File: src/urtd_pkg.sv
package urtd_pkg;

  // fixed field widths
  localparam int VALUE_BITS     = 64;
  localparam int RADIX_BITS     = 5;
  localparam int ALPHA_BITS     = 64;
  localparam int CHAR_BITS      = 8;
  localparam int CFG_DATA_BITS  = 64;
  localparam int CFG_INDEX_BITS = 2;

  // parameter defaults
  localparam int VALUE_WIDTH_DEF = 64;
  localparam int MAX_RADIX_DEF   = 16;

  // quotient bits handled by the divider per cycle
  localparam int DIV_STEP = 8;

  // register indexes
  localparam logic [CFG_INDEX_BITS-1:0] REG_RADIX      = 2'd0;
  localparam logic [CFG_INDEX_BITS-1:0] REG_ALPHA_LOW  = 2'd1;
  localparam logic [CFG_INDEX_BITS-1:0] REG_ALPHA_HIGH = 2'd2;

  // register reset values
  localparam logic [RADIX_BITS-1:0] RADIX_RESET      = 5'd10;
  localparam logic [ALPHA_BITS-1:0] ALPHA_LOW_RESET  = 64'h3736353433323130;
  localparam logic [ALPHA_BITS-1:0] ALPHA_HIGH_RESET = 64'h6665646362613938;

  typedef struct packed {
    logic load;   // take a new value, clear the digit count
    logic step;   // advance the divider by one chunk
    logic rd;     // fetch the digit at the read pointer
    logic next;   // digit delivered, move the read pointer down
  } urtd_cmd_t;

  typedef struct packed {
    logic chunk_last;  // this divider cycle finishes a digit
    logic div_done;    // no more digits after this one
    logic rd_last;     // read pointer sits on the least significant digit
  } urtd_sts_t;

endpackage

File: src/urtd_dpath.sv
module urtd_dpath #(
  parameter int VALUE_WIDTH = 64,
  parameter int MAX_RADIX   = 16
) (
  input  logic                                clk,
  input  logic                                rst,
  input  logic                                cfg_write,
  input  logic [urtd_pkg::CFG_INDEX_BITS-1:0] cfg_index,
  input  logic [urtd_pkg::CFG_DATA_BITS-1:0]  cfg_data,
  input  logic [urtd_pkg::VALUE_BITS-1:0]     value,
  input  urtd_pkg::urtd_cmd_t                 cmd,
  output urtd_pkg::urtd_sts_t                 sts,
  output logic [urtd_pkg::CHAR_BITS-1:0]      digit_char
);
  import urtd_pkg::*;

  localparam int CHUNKS = (VALUE_WIDTH + DIV_STEP - 1) / DIV_STEP;
  localparam int QW     = CHUNKS * DIV_STEP;
  localparam int CKW    = (CHUNKS > 1) ? $clog2(CHUNKS) : 1;
  localparam int DEPTH  = VALUE_WIDTH;
  localparam int AW     = $clog2(DEPTH);
  localparam int CW     = $clog2(DEPTH + 1);
  localparam int RW     = $clog2(MAX_RADIX);
  localparam int TW     = RW + 1;
  localparam int RADW   = $clog2(MAX_RADIX + 1);

  logic [RADIX_BITS-1:0] radix;
  logic [ALPHA_BITS-1:0] alpha_low;
  logic [ALPHA_BITS-1:0] alpha_high;

  logic [QW-1:0]    q;
  logic [QW-1:0]    q_next;
  logic [RW-1:0]    rem;
  logic [RW-1:0]    rem_next;
  logic [CKW-1:0]   chunk;
  logic [CW-1:0]    count;
  logic [AW-1:0]    rd_ptr;
  logic [RW-1:0]    rd_data;
  logic [RADW-1:0]  r_eff;
  logic [DIV_STEP-1:0] qbits;
  logic [DIV_STEP-1:0] top;

  logic [RW-1:0] mem [DEPTH];

  // configuration registers
  always_ff @(posedge clk) begin
    if (rst) begin
      radix      <= RADIX_RESET;
      alpha_low  <= ALPHA_LOW_RESET;
      alpha_high <= ALPHA_HIGH_RESET;
    end else if (cfg_write) begin
      case (cfg_index)
        REG_RADIX:      radix      <= cfg_data[RADIX_BITS-1:0];
        REG_ALPHA_LOW:  alpha_low  <= cfg_data;
        REG_ALPHA_HIGH: alpha_high <= cfg_data;
        default: ;
      endcase
    end
  end

  // clamp radix into 2..MAX_RADIX
  always_comb begin
    if (radix < RADIX_BITS'(2)) begin
      r_eff = RADW'(2);
    end else if (radix > RADIX_BITS'(MAX_RADIX)) begin
      r_eff = RADW'(MAX_RADIX);
    end else begin
      r_eff = radix[RADW-1:0];
    end
  end

  assign top = q[QW-1 -: DIV_STEP];

  // restoring long division over the top chunk of the quotient
  always_comb begin
    logic [TW-1:0] trial;
    logic [RW-1:0] r_w;
    r_w   = rem;
    qbits = '0;
    for (int i = DIV_STEP - 1; i >= 0; i--) begin
      trial = {r_w, top[i]};
      if (trial >= TW'(r_eff)) begin
        trial    = trial - TW'(r_eff);
        qbits[i] = 1'b1;
      end
      r_w = trial[RW-1:0];
    end
    rem_next = r_w;
  end

  // quotient bits rotate in at the bottom, after all chunks q is the new quotient
  assign q_next = (q << DIV_STEP) | QW'(qbits);

  assign sts.chunk_last = (chunk == CKW'(CHUNKS - 1));
  assign sts.div_done   = (q_next == '0) || (count == CW'(DEPTH - 1));
  assign sts.rd_last    = (rd_ptr == '0);

  always_ff @(posedge clk) begin
    if (rst) begin
      rem   <= '0;
      chunk <= '0;
      count <= '0;
    end else if (cmd.load) begin
      rem   <= '0;
      chunk <= '0;
      count <= '0;
    end else if (cmd.step) begin
      if (sts.chunk_last) begin
        rem   <= '0;
        chunk <= '0;
        count <= count + CW'(1);
      end else begin
        rem   <= rem_next;
        chunk <= chunk + CKW'(1);
      end
    end
  end

  always_ff @(posedge clk) begin
    if (cmd.load) begin
      q <= QW'(value[VALUE_WIDTH-1:0]);
    end else if (cmd.step) begin
      q <= q_next;
    end
  end

  always_ff @(posedge clk) begin
    if (cmd.step && sts.chunk_last) begin
      rd_ptr <= count[AW-1:0];
    end else if (cmd.next) begin
      rd_ptr <= rd_ptr - AW'(1);
    end
  end

  // digit store
  always_ff @(posedge clk) begin
    if (cmd.step && sts.chunk_last) begin
      mem[count[AW-1:0]] <= rem_next;
    end
  end

  always_ff @(posedge clk) begin
    if (cmd.rd) begin
      rd_data <= mem[rd_ptr];
    end
  end

  // alphabet lookup
  always_comb begin
    logic [2*ALPHA_BITS-1:0] alpha;
    logic [3:0]              idx;
    alpha      = {alpha_high, alpha_low};
    idx        = 4'(rd_data);
    digit_char = alpha[{idx, 3'b000} +: CHAR_BITS];
  end

  a_rd_in_range: assert property (@(posedge clk) disable iff (rst)
    cmd.rd |-> (CW'(rd_ptr) < count))
    else $error("digit read beyond the stored digits");

  a_rem_below_radix: assert property (@(posedge clk) disable iff (rst)
    RADW'(rem) < r_eff)
    else $error("running remainder not below the radix");

endmodule

File: src/urtd_ctrl.sv
module urtd_ctrl (
  input  logic                clk,
  input  logic                rst,
  input  logic                in_valid,
  output logic                in_stall,
  output logic                out_valid,
  input  logic                out_stall,
  output logic                last,
  input  urtd_pkg::urtd_sts_t sts,
  output urtd_pkg::urtd_cmd_t cmd
);
  import urtd_pkg::*;

  typedef enum logic [3:0] {
    S_IDLE = 4'b0001,
    S_DIV  = 4'b0010,
    S_READ = 4'b0100,
    S_SHOW = 4'b1000
  } state_t;

  state_t state;
  state_t state_next;

  assign in_stall  = (state != S_IDLE);
  assign out_valid = (state == S_SHOW);
  assign last      = sts.rd_last;

  assign cmd.load = (state == S_IDLE) && in_valid;
  assign cmd.step = (state == S_DIV);
  assign cmd.rd   = (state == S_READ);
  assign cmd.next = (state == S_SHOW) && !out_stall;

  always_comb begin
    state_next = state;
    case (state)
      S_IDLE: begin
        if (in_valid) state_next = S_DIV;
      end
      S_DIV: begin
        if (sts.chunk_last && sts.div_done) state_next = S_READ;
      end
      S_READ: begin
        state_next = S_SHOW;
      end
      S_SHOW: begin
        if (!out_stall) state_next = sts.rd_last ? S_IDLE : S_READ;
      end
      default: begin
        state_next = S_IDLE;
      end
    endcase
  end

  always_ff @(posedge clk) begin
    if (rst) begin
      state <= S_IDLE;
    end else begin
      state <= state_next;
    end
  end

  a_no_request_while_emitting: assert property (@(posedge clk) disable iff (rst)
    out_valid |-> in_stall)
    else $error("input open while digits are being sent");

  a_last_ends_number: assert property (@(posedge clk) disable iff (rst)
    (out_valid && !out_stall && last) |=> (!out_valid && !in_stall))
    else $error("output continues after the last digit");

endmodule

File: src/unsigned_radix_to_digits.sv
// Converts one unsigned value to its digit characters in a radix from 2 to MAX_RADIX,
// most significant first with no leading zeros, last high on the final character. The
// value is taken only while the block is idle. A shared divider reduces the running
// quotient by DIV_STEP bits per cycle, working through every chunk of it for each digit;
// each character is then read from the digit store and shown on the output, where it
// is held while the output stalls.
module unsigned_radix_to_digits #(
  parameter int VALUE_WIDTH = urtd_pkg::VALUE_WIDTH_DEF,
  parameter int MAX_RADIX   = urtd_pkg::MAX_RADIX_DEF
) (
  input  logic                                clk,
  input  logic                                rst,
  input  logic                                cfg_write,
  input  logic [urtd_pkg::CFG_INDEX_BITS-1:0] cfg_index,
  input  logic [urtd_pkg::CFG_DATA_BITS-1:0]  cfg_data,
  input  logic                                in_valid,
  output logic                                in_stall,
  input  logic [urtd_pkg::VALUE_BITS-1:0]     value,
  output logic                                out_valid,
  input  logic                                out_stall,
  output logic [urtd_pkg::CHAR_BITS-1:0]      digit_char,
  output logic                                last
);
  import urtd_pkg::*;

  urtd_cmd_t cmd;
  urtd_sts_t sts;

  urtd_ctrl u_ctrl (
    .clk       (clk),
    .rst       (rst),
    .in_valid  (in_valid),
    .in_stall  (in_stall),
    .out_valid (out_valid),
    .out_stall (out_stall),
    .last      (last),
    .sts       (sts),
    .cmd       (cmd)
  );

  urtd_dpath #(
    .VALUE_WIDTH (VALUE_WIDTH),
    .MAX_RADIX   (MAX_RADIX)
  ) u_dpath (
    .clk        (clk),
    .rst        (rst),
    .cfg_write  (cfg_write),
    .cfg_index  (cfg_index),
    .cfg_data   (cfg_data),
    .value      (value),
    .cmd        (cmd),
    .sts        (sts),
    .digit_char (digit_char)
  );

endmodule
File: config.mk
export PLATFORM = sky130hd
export DESIGN_NAME = unsigned_radix_to_digits
export DESIGN_NICKNAME = d
export VERILOG_FILES = /design/src/urtd_pkg.sv /design/src/urtd_dpath.sv /design/src/urtd_ctrl.sv /design/src/unsigned_radix_to_digits.sv
export SDC_FILE = /design/constraint.sdc
export NUM_CORES = 1
export LEC_CHECK = 0
export BUFFER_PORTS_ARGS = -buffer_cell sky130_fd_sc_hd__buf_2
export CAP_MARGIN = 20
export CORE_ASPECT_RATIO = 1.75
export CORE_MARGIN = 2
export CORE_UTILIZATION = 30
export DETAILED_ROUTE_END_ITERATION = 7
export PLACE_DENSITY = 0.44
export SLEW_MARGIN = 10
export SYNTH_ARGS = -nofsm -noshare
export SYNTH_HDL_FRONTEND = slang
export SYNTH_HIERARCHICAL = 1
export SYNTH_SLANG_ARGS = --single-unit
File: constraint.sdc
create_clock -name clk -period 17.8 [get_ports clk]
set_input_delay 1.78 -clock clk [delete_from_list [all_inputs] [get_ports clk]]
set_output_delay 1.78 -clock clk [all_outputs]
set_load 0.005 [all_outputs]
# [Yosys cells after proc, flatten, opt, wreduce, memory -nomap -nowiden]
# Memory sizes are Yosys's and may differ from the RTL's. A register that Yosys moved wholly into a read port is not among the register bits.
# Cells that the tools add are included.
[classes] order_cmp=10 eq_ne=12 shift=1 reduce_logical=17 n_bitwise=1 mux=31 n_addsub=11
[ops] op="2-to-1 mux 64 bit" count=2
[ops] op="indexed part select 128 x 8 -> 8 bit" count=1
[ops] op="zero test 64 bit" count=1
[ops] op="bitwise OR 64 x 8 -> 64 bit" count=1
[ops] op="2-to-1 mux 4 bit" count=12
[ops] op="greater-or-equal comparator 5 bit" count=8
[ops] op="subtractor 4 bit" count=8
[ops] op="case mux 4 bit (4 select lines)" count=1
[ops] op="2-to-1 mux 6 bit" count=2
[ops] op="2-to-1 mux 1 bit" count=10
[ops] op="2-to-1 mux 5 bit" count=2
[ops] op="AND reduction 2 bit" count=4
[ops] op="adder 7 x 1 -> 7 bit (second input constant)" count=1
[ops] op="== test 7 x 6 -> 1 bit (second input constant)" count=1
[ops] op="zero test 6 bit" count=1
[ops] op="2-to-1 mux 3 bit" count=2
[ops] op="inequality test 2 bit (second input constant)" count=3
[ops] op="subtractor 6 x 1 -> 6 bit (second input constant)" count=1
[ops] op="> comparator 5 bit (second input constant)" count=1
[ops] op="less-than comparator 5 x 2 -> 1 bit (second input constant)" count=1
[ops] op="== test 4 x 1 -> 1 bit (second input constant)" count=1
[ops] op="== test 4 x 2 -> 1 bit (second input constant)" count=1
[ops] op="== test 4 x 3 -> 1 bit (second input constant)" count=1
[ops] op="== test 4 bit (second input constant)" count=1
[ops] op="other kinds (12)" count=16
[word_totals] ff_bits=221 ramBits=256 n_memories=1 wordCells=93
[mem_list] name="u_dpath.mem" words=64 width=4 rd=1 rd_ports_with_merged_regs=1 write_ports=1 line_no="urtd_dpath.sv:43" text="logic [RW-1:0] mem [DEPTH];"

# [Depth between registers and ports, before layout]
# Gate-level depths: netlist of run 1.
[depth] word_depth=25 mapped_depth=55

# [Hierarchy]
# Netlist of run 1, hierarchy kept.
[by_module_without_submodules] module="urtd_dpath" area_per_inst_um2=21349.2 n_inst=1 cells_per_inst=1624 seq_area_each_um2=12852.3
[by_module_without_submodules] module="urtd_ctrl" area_per_inst_um2=292.8 n_inst=1 cells_per_inst=34 seq_area_each_um2=80.1

# [Least setup slack after synthesis of run 1]
# OpenSTA, ideal clock, no wires.
[synth_path] path_kind="register -> register" start="register u_dpath.radix[2]" end="memory u_dpath/mem[0][0] (netlist bit), data pin" path_slack_ns=4.442 path_buffers=2 arrival_ns=12.787 path_stages_with_launch=49 period_less_slack_ns=13.358 required_time_ns=17.229 path_cell_list="dfxtp_1 > nor2_1 > o21ai_0 > ha_1 > a21o_1 > a31oi_1 > o21ai_1 > mux2_2 > ha_1 > a21o_1 > a31oi_1 > o21ai_1 > nand2b_1 > o21a_1 > ha_1 > a21o_1 > a31oi_1 > o21ai_0 > [... 13 more ...] > a21oi_1 > ha_1 > a21o_1 > a31oi_1 > o21ai_1 > inv_1 > mux2_2 > o21ai_0 > ha_1 > a21o_1 > a31oi_1 > mux2i_1 > ha_1 > a21o_1 > a31oi_1 > o21ai_0 > clkbuf_1 > mux2i_1"
[synth_via] elab_chain_len=19 elab_cells_between_ends=28
[synth_rtl] item="start: declaration" line_no="urtd_dpath.sv:27" text="logic [RADIX_BITS-1:0] radix;"
[synth_rtl] item="start signal: assignment" line_no="urtd_dpath.sv:53" text="REG_RADIX: radix <= cfg_data[RADIX_BITS-1:0];"
[synth_rtl] item="> comparator 5 bit" line_no="urtd_dpath.sv:65" text="end else if (radix > RADIX_BITS'(MAX_RADIX)) begin"
[synth_rtl] item="2-to-1 mux 5 bit" line_no="urtd_dpath.sv:65"
[synth_rtl] item="2-to-1 mux 5 bit *" line_no="urtd_dpath.sv:63" text="if (radix < RADIX_BITS'(2)) begin"
[synth_rtl] item="subtractor 4 bit or greater-or-equal comparator 5 bit (tied branches)" line_no="urtd_dpath.sv:83, urtd_dpath.sv:82"
[synth_rtl] item="2-to-1 mux 4 bit" line_no="urtd_dpath.sv:82" text="if (trial >= TW'(r_eff)) begin"
[synth_rtl] item="subtractor 4 bit or greater-or-equal comparator 5 bit (tied branches)" line_no="urtd_dpath.sv:83, urtd_dpath.sv:82"
[synth_rtl] item="2-to-1 mux 4 bit" line_no="urtd_dpath.sv:82"
[synth_rtl] item="subtractor 4 bit or greater-or-equal comparator 5 bit (tied branches)" line_no="urtd_dpath.sv:83, urtd_dpath.sv:82"
[synth_rtl] item="[... 4 more ...]"
[synth_rtl] item="2-to-1 mux 4 bit" line_no="urtd_dpath.sv:82"
[synth_rtl] item="subtractor 4 bit or greater-or-equal comparator 5 bit (tied branches)" line_no="urtd_dpath.sv:83, urtd_dpath.sv:82"
[synth_rtl] item="2-to-1 mux 4 bit" line_no="urtd_dpath.sv:82"
[synth_rtl] item="subtractor 4 bit or greater-or-equal comparator 5 bit (tied branches)" line_no="urtd_dpath.sv:83, urtd_dpath.sv:82"
[synth_rtl] item="2-to-1 mux 4 bit" line_no="urtd_dpath.sv:82"
[synth_rtl] item="greater-or-equal comparator 5 bit" line_no="urtd_dpath.sv:82"
[synth_rtl] item="2-to-1 mux 4 bit *" line_no="urtd_dpath.sv:82"
[synth_rtl] item="via u_dpath.rem_next[0]" line_no="urtd_dpath.sv:34" text="logic [RW-1:0] rem_next;"
[synth_rtl] item="end: declaration" line_no="urtd_dpath.sv:43"
# The timed path passes the listed nets; every way through them passes the cells marked *.

# [Worst setup path in the final report of run 1]
[layout_path] start="register u_dpath.radix[4]" end="memory u_dpath/mem[23][0] (netlist bit), data pin"
# Same word-level chain as after synthesis.

==> impl_metrics.ini, run 1 <==
[global_route]
grt_overflow = 0
antenna_found_initial = 1
grt_pass1_wl_mm = 89.31
grt_max_degree = 98
grt_pass1_vias = 14400
track_usage_pct = 15.76

[finish]
fin_nets = 1966
drive_gt1_share_pct = 24.04
num_antenna_cells = 0
area_growth_pct = 15.36

[setup_path]
cpMostUsedCell = ha_1
max_stage_delay_ns = 0.60
worst_setup_path_start_kind = flop
critPathSlowestCell = o21ai_1
worstPathArrival_ns = 14.35
critical_path_class = flop to flop
crit_fanout = 65
critical_path_required_ns = 18.10
crit_path_end_kind = flop
cp_top_family = compound AO/OA/AOI/OAI gates
cp_num_buf_inv = 6

[logic_synthesis]
synth.avg_cell_area_um2 = 13.05
synth-edff-count = 330
synth-main-ff-cell = edfxtp_1
synthCells = 1658
yosysSeqAreaShare_pct = 59.76
synth_top_area_cell = edfxtp_1
ys_top_cells_by_area = edfxtp_1 (46%), dfxtp_1 (14%), mux4_2 (11%), nand2_1 (5.3%), mux2_2 (3.7%)
syn_nets = 1846
syn_area_um2 = 21640
yosysTopAreaCellShare_pct = 45.79
ys_ff_latch = 481
yosysWarnings = 6
ys_types = 63
synth_async_sr_flop_share_pct = 0

[floorplanning]
die_area_um2 = 74390
dieWidth_um = 207.0
die_h_um = 359.3
coreArea_um2 = 71570
pin_count = 146
initial_core_util_pct = 30.24
num_rows = 130

[detailed_routing]
viasPerCell = 4.932
avgRoutedWirePerCell_um = 21.47
dr.pass1.iters = 7
vias = 13520
ant_nets = 0
drtIter0Drc = 816
drc = 0
wirelength_mm = 58.87

[clocking]
ctsHoldBuffers = 0
cts_setup_buffers = 0
clk_pin_slew_ns = 0.07
cts_max_level = 2
numCtsBuffers = 50
cts_tree = done
cts_resized = 0
cts.sinks = 481
root_buffer = clkbuf_16
cts_buffer_depth = 3
clock_latency_ns = 0.61

[run_status]
outcome = completed

[timing]
worstMarginPinSlew_ns = 1.104
final-setup-viol-count = 0
fin_crit_ns = 14.05
fmax_mhz = 71.17
totalNegativeSetupSlack_ns = 0
clock_skew_ns = 0.02301
slew_violations = 0
finalCritPeriodShare_pct = 78.94
rsz0062_at_grt = false
hold_violations = 0
relSlewSlack_pct = 26.27

[place]
place_congestion = 0.7819
dpl.hpwl_mm = 40.90
io_buffers = 145

[hold_path]
hold_class = flop to flop

[job]
drv_cap = 0
-- flip-flops by register name, summed over array words and instances, names as in the netlist --
signal and count:
u_dpath/rd_data 4, u_dpath/alpha_high 64, u_dpath/alpha_low 64, u_dpath/rem 4, u_dpath/mem 256, u_dpath/radix 5, u_dpath/count 7, u_dpath/q 64
u_dpath/chunk 3, u_dpath/rd_ptr 6, u_ctrl/state 4
-- per-stage QoR --
stage / instances / hold slack [ns] / utilization (%) / instance area (um^2) / setup WS, ns
floorplan: 1658 / 0.4320 / - / 21640 / 4.442
global placement: 2649 / 0.4383 / 32.58 / 23320 / 4.018
detailed placement: 2650 / 0.4469 / 32.59 / 23320 / 3.839
CTS: 2742 / 0.4556 / 34.88 / 24970 / 3.777
global route: 2742 / 0.4754 / 34.88 / 24970 / 2.478
finish: 2742 / 0.4517 / 34.88 / 24970 / 3.749
-- cells in the final DEF (no fill, tap or decap), drive strengths merged, types with 45 or more instances in the layout --
| master | count |
|---|---|
| nand2 | 305 |
| clkbuf | 64 |
| edfxtp | 330 |
| mux4 | 104 |
| nand3b | 58 |
| nor2 | 95 |
| mux2 | 71 |
| dfxtp | 151 |
| buf | 172 |
| a21oi | 101 |
| ha | 45 |
-- Yosys cell counts (all sizes together), types with 9 or more instances --
cell type and number:
o21ai 20, mux2i 15, inv 33, xor2 12, clkbuf 70, mux4 104
ha 45, mux2 71, nand3 10, xnor2 14, a21oi 101, nand3b 58
edfxtp 330, nand2 305, a21o 17, o22ai 18, nor3 16, a31oi 9
buf 34, nor2b 10, dfxtp 151, nor2 95, nor4 19, nand2b 16
-- per-layer routing --
metal | GRT usage [%] | vias to the layer above | part of all wire [%]
met2 | 30.39 | 326 | 55
met5 | 0 | - | 0
met3 | 2.848 | 109 | 4.5
li1 | - | 6402 | -
met4 | 6.989 | 0 | 4.4
met1 | 16.39 | 6687 | 36
-- path summary, 6_finish.rpt --
path	slack, ns	to	cells after the start	startpoint
min	0.45	u_dpath/alpha_high[51]	2	u_dpath/alpha_high[51]
max	3.75	u_dpath/mem[23][0]	49	u_dpath/radix[4]
max reg2reg	3.75	u_dpath/mem[23][0]	49	u_dpath/radix[4]
min reg2reg	0.45	u_dpath/alpha_high[51]	2	u_dpath/alpha_high[51]
-- cell type report --
cell class	count	area (um^2)
Fill cell	7058	46600
Clock inverter	28	265.3
Multi-Input combinational cell	1040	8183
Sequential cell	481	12930
Clock buffer	64	1378
Tap cell	924	1156
Timing Repair Buffer	172	928.4
Inverter	33	123.9
-- worst min-delay path, cell delays in order, from the launching register on --
cell and delay [ns]:
dfxtp_1 0.30, nand2_1 0.05, a21oi_1 0.05
-- cell families after synthesis --
group / after synthesis / synth area share [%]
AOI/OAI and AO/OA: 210 / 5.966
xor gates and xnor gates: 26 / 1.052
adders and majority gates: 53 / 3.342
buffers and inverters: 137 / 2.694
DFF: 481 / 59.76
muxes: 190 / 15.21
and+or+nand+nor: 561 / 11.98
Power of run 1 is not shown: default switching activity piles up to over one toggle a cycle in this logic, so the estimate is an artifact.
==> inputs of run 2 (changes only) <==
- ABC_AREA: not set -> 1
- clock period: 17.8 -> 14.02 ns (I/O delays scaled with it)
==> impl_metrics.ini, run 2 <==
[floorplanning]
die_h_um = 364.3
coreArea_um2 = 73660
die_area_um2 = 76480
pin_count = 146
num_rows = 132
initial_core_util_pct = 30.22
dieWidth_um = 209.9

[timing]
totalNegativeSetupSlack_ns = 0
finalCritPeriodShare_pct = 83.34
relSlewSlack_pct = 32.57
rsz0062_at_grt = false
fin_crit_ns = 11.68
slew_violations = 0
worstMarginPinSlew_ns = 1.011
fmax_mhz = 85.59
hold_violations = 0
clock_skew_ns = 0.01923
final-setup-viol-count = 0

[logic_synthesis]
synth_async_sr_flop_share_pct = 0
yosysTopAreaCellShare_pct = 44.52
syn_area_um2 = 22260
synth.avg_cell_area_um2 = 9.376
ys_ff_latch = 481
yosysMostFrequentCell = nand2_1
synth-edff-count = 330
ys_top_cells_by_area = edfxtp_1 (45%), dfxtp_1 (14%), nand2_1 (7.3%), o21ai_0 (6.7%), nor2_1 (6.1%)
netlist_top_cells_count = nand2_1 (434), nor2_1 (363), edfxtp_1 (330)
ys_types = 53
synthCells = 2374
yosysSeqAreaShare_pct = 58.10
synth-main-ff-cell = edfxtp_1
syn_nets = 2562
synth_top_area_cell = edfxtp_1
yosysWarnings = 6

[setup_path]
crit_fanout = 64
reg2reg_to = u_dpath/mem[42][3]
rr_worst_depth = 68
crit_path_end_kind = flop
regToRegStartpoint = u_dpath/radix[2]
r2r_slack_ns = 2.34
critPathSlowestCell = buf_4
max_stage_delay_ns = 0.50
critical_path_required_ns = 14.32
worstPathArrival_ns = 11.98
critical_path_class = flop to flop
worst_setup_path_start_kind = flop
cpMostUsedCell = nand2_1

[clocking]
cts_tree = done
cts_buffer_depth = 3
ctsHoldBuffers = 0
clock_latency_ns = 0.61
cts_setup_buffers = 0
cts_resized = 0
cts.sinks = 481
cts_max_level = 2
clk_pin_slew_ns = 0.07
numCtsBuffers = 50
root_buffer = clkbuf_16

[place]
place_congestion = 0.8574
dpl_cell_area_um2 = 23700
io_buffers = 145
dpl.hpwl_mm = 45.88

[hold_path]
hold_class = flop to flop
hold_path_depth = 2
hold_end = u_dpath/alpha_low[40]
hp-start = u_dpath/alpha_low[40]

[detailed_routing]
dr.pass1.iters = 5
avgRoutedWirePerCell_um = 19.73
drtIter0Drc = 1023
ant_nets = 0
wirelength_mm = 67.90
vias = 17320
viasPerCell = 5.034
drc = 0

[global_route]
grt_max_degree = 82
grt_pass1_wl_mm = 103.7
grt_pass1_vias = 17890
grt_overflow = 0
track_usage_pct = 17.67
antenna_found_initial = 3

[finish]
final_cell_mix = nand2_1 (432), nor2_1 (363), edfxtp_1 (330)
drive_gt1_share_pct = 12.39
final_common_cell = nand2_1
fin_nets = 2652
largest_reg_flops = 256
final_cell_area_um2 = 25550
area_growth_pct = 14.79

[run_status]
outcome = completed

[job]
drv_cap = 0
==> run 2: changes by cell type after synthesis, moves of 104 or more <==
cell / previous run / this run
nor2_1: 95 / 363
nand2_1: 305 / 434
inv_1: 33 / 145
mux4_2: 104 / 0
o21ai_0: 15 / 298
nand3_1: 10 / 117
==> run 2: layout make-up <==
type / count / area (um^2)
Antenna cell: 1 / 2.502
Tap cell: 938 / 1174
Timing Repair Buffer: 171 / 933.4
Clock inverter: 32 / 500.5
Fill cell: 7526 / 48110
Clock buffer: 58 / 1345
Sequential cell: 481 / 12930
Multi-Input combinational cell: 1603 / 8073
Inverter: 157 / 591.8
==> run 2: worst max path at each step <==
stage	cells past startpoint	startpoint	end
after detailed placement	63	u_dpath/radix[4]	u_dpath/mem[35][0]
after CTS	63	u_dpath/radix[4]	u_dpath/mem[45][0]
after global routing	67	u_dpath/radix[4]	u_dpath/mem[42][3]
after floorplan	68	u_dpath/radix[1]	u_dpath/mem[0][3]
after global placement	67	u_dpath/radix[1]	u_dpath/mem[19][0]
final	68	u_dpath/radix[2]	u_dpath/mem[42][3]
==> run 2: routing by layer <==
| metal | GRT usage, % | vias up | routed length [um] |
|---|---|---|---|
| met4 | 7.662 | 4 | 2889 |
| met2 | 34.36 | 462 | 36780 |
| met3 | 2.793 | 139 | 3168 |
| met5 | 0 | - | 27 |
| met1 | 18.58 | 8372 | 25040 |
| li1 | - | 8344 | - |
==> run 2: worst max-delay path: cells and delay by family (launching register included) <==
kind | cells | cell delay [ns]
AO/OA/AOI/OAI | 11 | 1.97
adder cells (fa/ha/maj) | 8 | 2.67
buffers and inverters | 11 | 1.62
flip-flops | 1 | 0.33
AND/OR/NAND/NOR | 38 | 4.70
==> run 2: logic make-up after synthesis <==
kind of cell             count (synthesis)  share of synthesized area [%]
buffers and inverters                  290                          5.722
flip-flops                             481                          58.10
AO/OA/AOI/OAI                          530                          13.40
XOR/XNOR                                18                         0.7083
adder cells (fa/ha/maj)                 53                          3.249
AND/OR/NAND/NOR                       1002                          18.83
==> run 2: per-stage QoR <==
step                      util (%)  worst slack (ns)  std cells  hold WS [ns]
after detailed placement     32.18             2.356       3350        0.4374
after global placement       32.15             2.784       3349        0.4354
after global routing         34.69             1.195       3441        0.4651
after CTS                    34.69             2.271       3440        0.4543
final                        34.69             2.336       3441        0.4508
after floorplan                  -             3.164       2374        0.4236
Power of run 2 is left out for the same reason.
==> inputs of run 3 (changes only) <==
- clock period: 14.02 -> 11.7 ns (I/O delays scaled with it)
==> impl_metrics.ini, run 3 (synthesis gave the netlist of run 2 again) <==
[clocking]
numCtsBuffers = 50
cts_buffer_depth = 3
clk_pin_slew_ns = 0.06
cts_tree = done
root_buffer = clkbuf_16
clock_latency_ns = 0.61
cts_max_level = 2
ctsHoldBuffers = 0
cts.sinks = 481

[timing]
fin_crit_ns = 10.91
clock_skew_ns = 0.03449
hold_violations = 0
fmax_mhz = 91.65
slew_violations = 0
finalCritPeriodShare_pct = 93.25
final-setup-viol-count = 0
worstMarginPinSlew_ns = 0.9645
totalNegativeSetupSlack_ns = 0
relSlewSlack_pct = 35.70
setup_slack_ns = 0.7893

[place]
place_congestion = 0.8546
dpl.hpwl_mm = 45.82
io_buffers = 145
dp_slack_ns = 0.1895
dpl_cell_area_um2 = 23750

[floorplanning]
pin_count = 146
die_h_um = 364.3
die_area_um2 = 76480
initial_core_util_pct = 30.22
num_rows = 132
coreArea_um2 = 73660
dieWidth_um = 209.9

[detailed_routing]
avgRoutedWirePerCell_um = 19.77
dr.pass1.iters = 6
ant_nets = 0
viasPerCell = 4.994
drtIter0Drc = 1136
wirelength_mm = 68.29
vias = 17250
drc = 0

[finish]
drive_gt1_share_pct = 12.80
final_cell_area_um2 = 25410
final_cell_mix = nand2_1 (431), nor2_1 (361), edfxtp_1 (330)
largest_reg_flops = 256
fin_nets = 2666
area_growth_pct = 14.15
final_common_cell = nand2_1

[setup_path]
critical_path_class = flop to flop
cpMostUsedCell = nand2_1
worstSetupStartpoint = u_dpath/radix[4]
critPathSlowestCell = o21a_2
rr_worst_depth = 65
max_stage_delay_ns = 0.49
worst_setup_path_start_kind = flop
crit_fanout = 32
crit_path_end_kind = flop
regToRegStartpoint = u_dpath/radix[4]
r2r_slack_ns = 0.79
worstPathArrival_ns = 11.32
critical_path_required_ns = 12.11

[global_route]
track_usage_pct = 17.82
antenna_found_initial = 3
grt_pass1_vias = 17820
grt_overflow = 0
grt_pass1_wl_mm = 105.0
grt_max_degree = 90

[run_status]
outcome = completed

[hold_path]
hold_path_depth = 2
hold_class = flop to flop
hp-start = u_dpath/alpha_low[5]

[job]
drv_cap = 0
run 3: cell types whose count changed in the layout (fill, tap and decap cells not counted), moves of 4 or more:
cell | previous run | this run
clkinv_1 | 6 | 14
buf_4 | 25 | 37
bufinv_16 | 13 | 3
inv_1 | 143 | 139
clkbuf_1 | 5 | 9
run 3: final timing paths:
kind                                to
setup / recovery    u_dpath/mem[20][0]
setup reg to reg    u_dpath/mem[20][0]
hold reg to reg   u_dpath/alpha_low[5]
hold / removal    u_dpath/alpha_low[5]
run 3: what timing repair did:
action | CTS | global route
setup buffers | 0 | 11
resized for setup | 0 | 14
endpoints found under the setup margin | 0 | 264
hold endpoints to repair | 0 | 0
run 3: routing by layer:
layer	global-route usage [%]	share of wire, %
met1	19.24	39
met2	34.94	54
met3	2.612	3.7
met4	6.188	3.5
met5	0	0.038
run 3: metrics by stage:
step,hold slack [ns],utilization [%],cells
global placement,0.4335,32.23,3352
floorplan,0.4236,-,2374
finish,0.4546,34.50,3455
CTS,0.4542,34.34,3443
global route,0.4781,34.49,3454
detailed placement,0.4373,32.24,3353
run 3: critical path, delay by kind of cell, from the launching register on:
kind | cells | cell delay [ns]
AOI/OAI and AO/OA | 9 | 1.88
adders and majority gates | 8 | 2.66
buffers and inverters | 9 | 1.11
DFF | 1 | 0.33
and+or+nand+nor | 39 | 4.67
run 3: layout make-up:
cell class              instances  area [um^2]
clock inverters                29        219.0
clock buffers                  61         1324
flip-flops and latches        481        12930
multi-input cells            1603         8098
diodes                          1        2.502
well taps                     938         1174
fillers                      7628        48250
repair buffers                185         1064
inverters                     157        596.8
Power of run 3 is left out for the same reason.
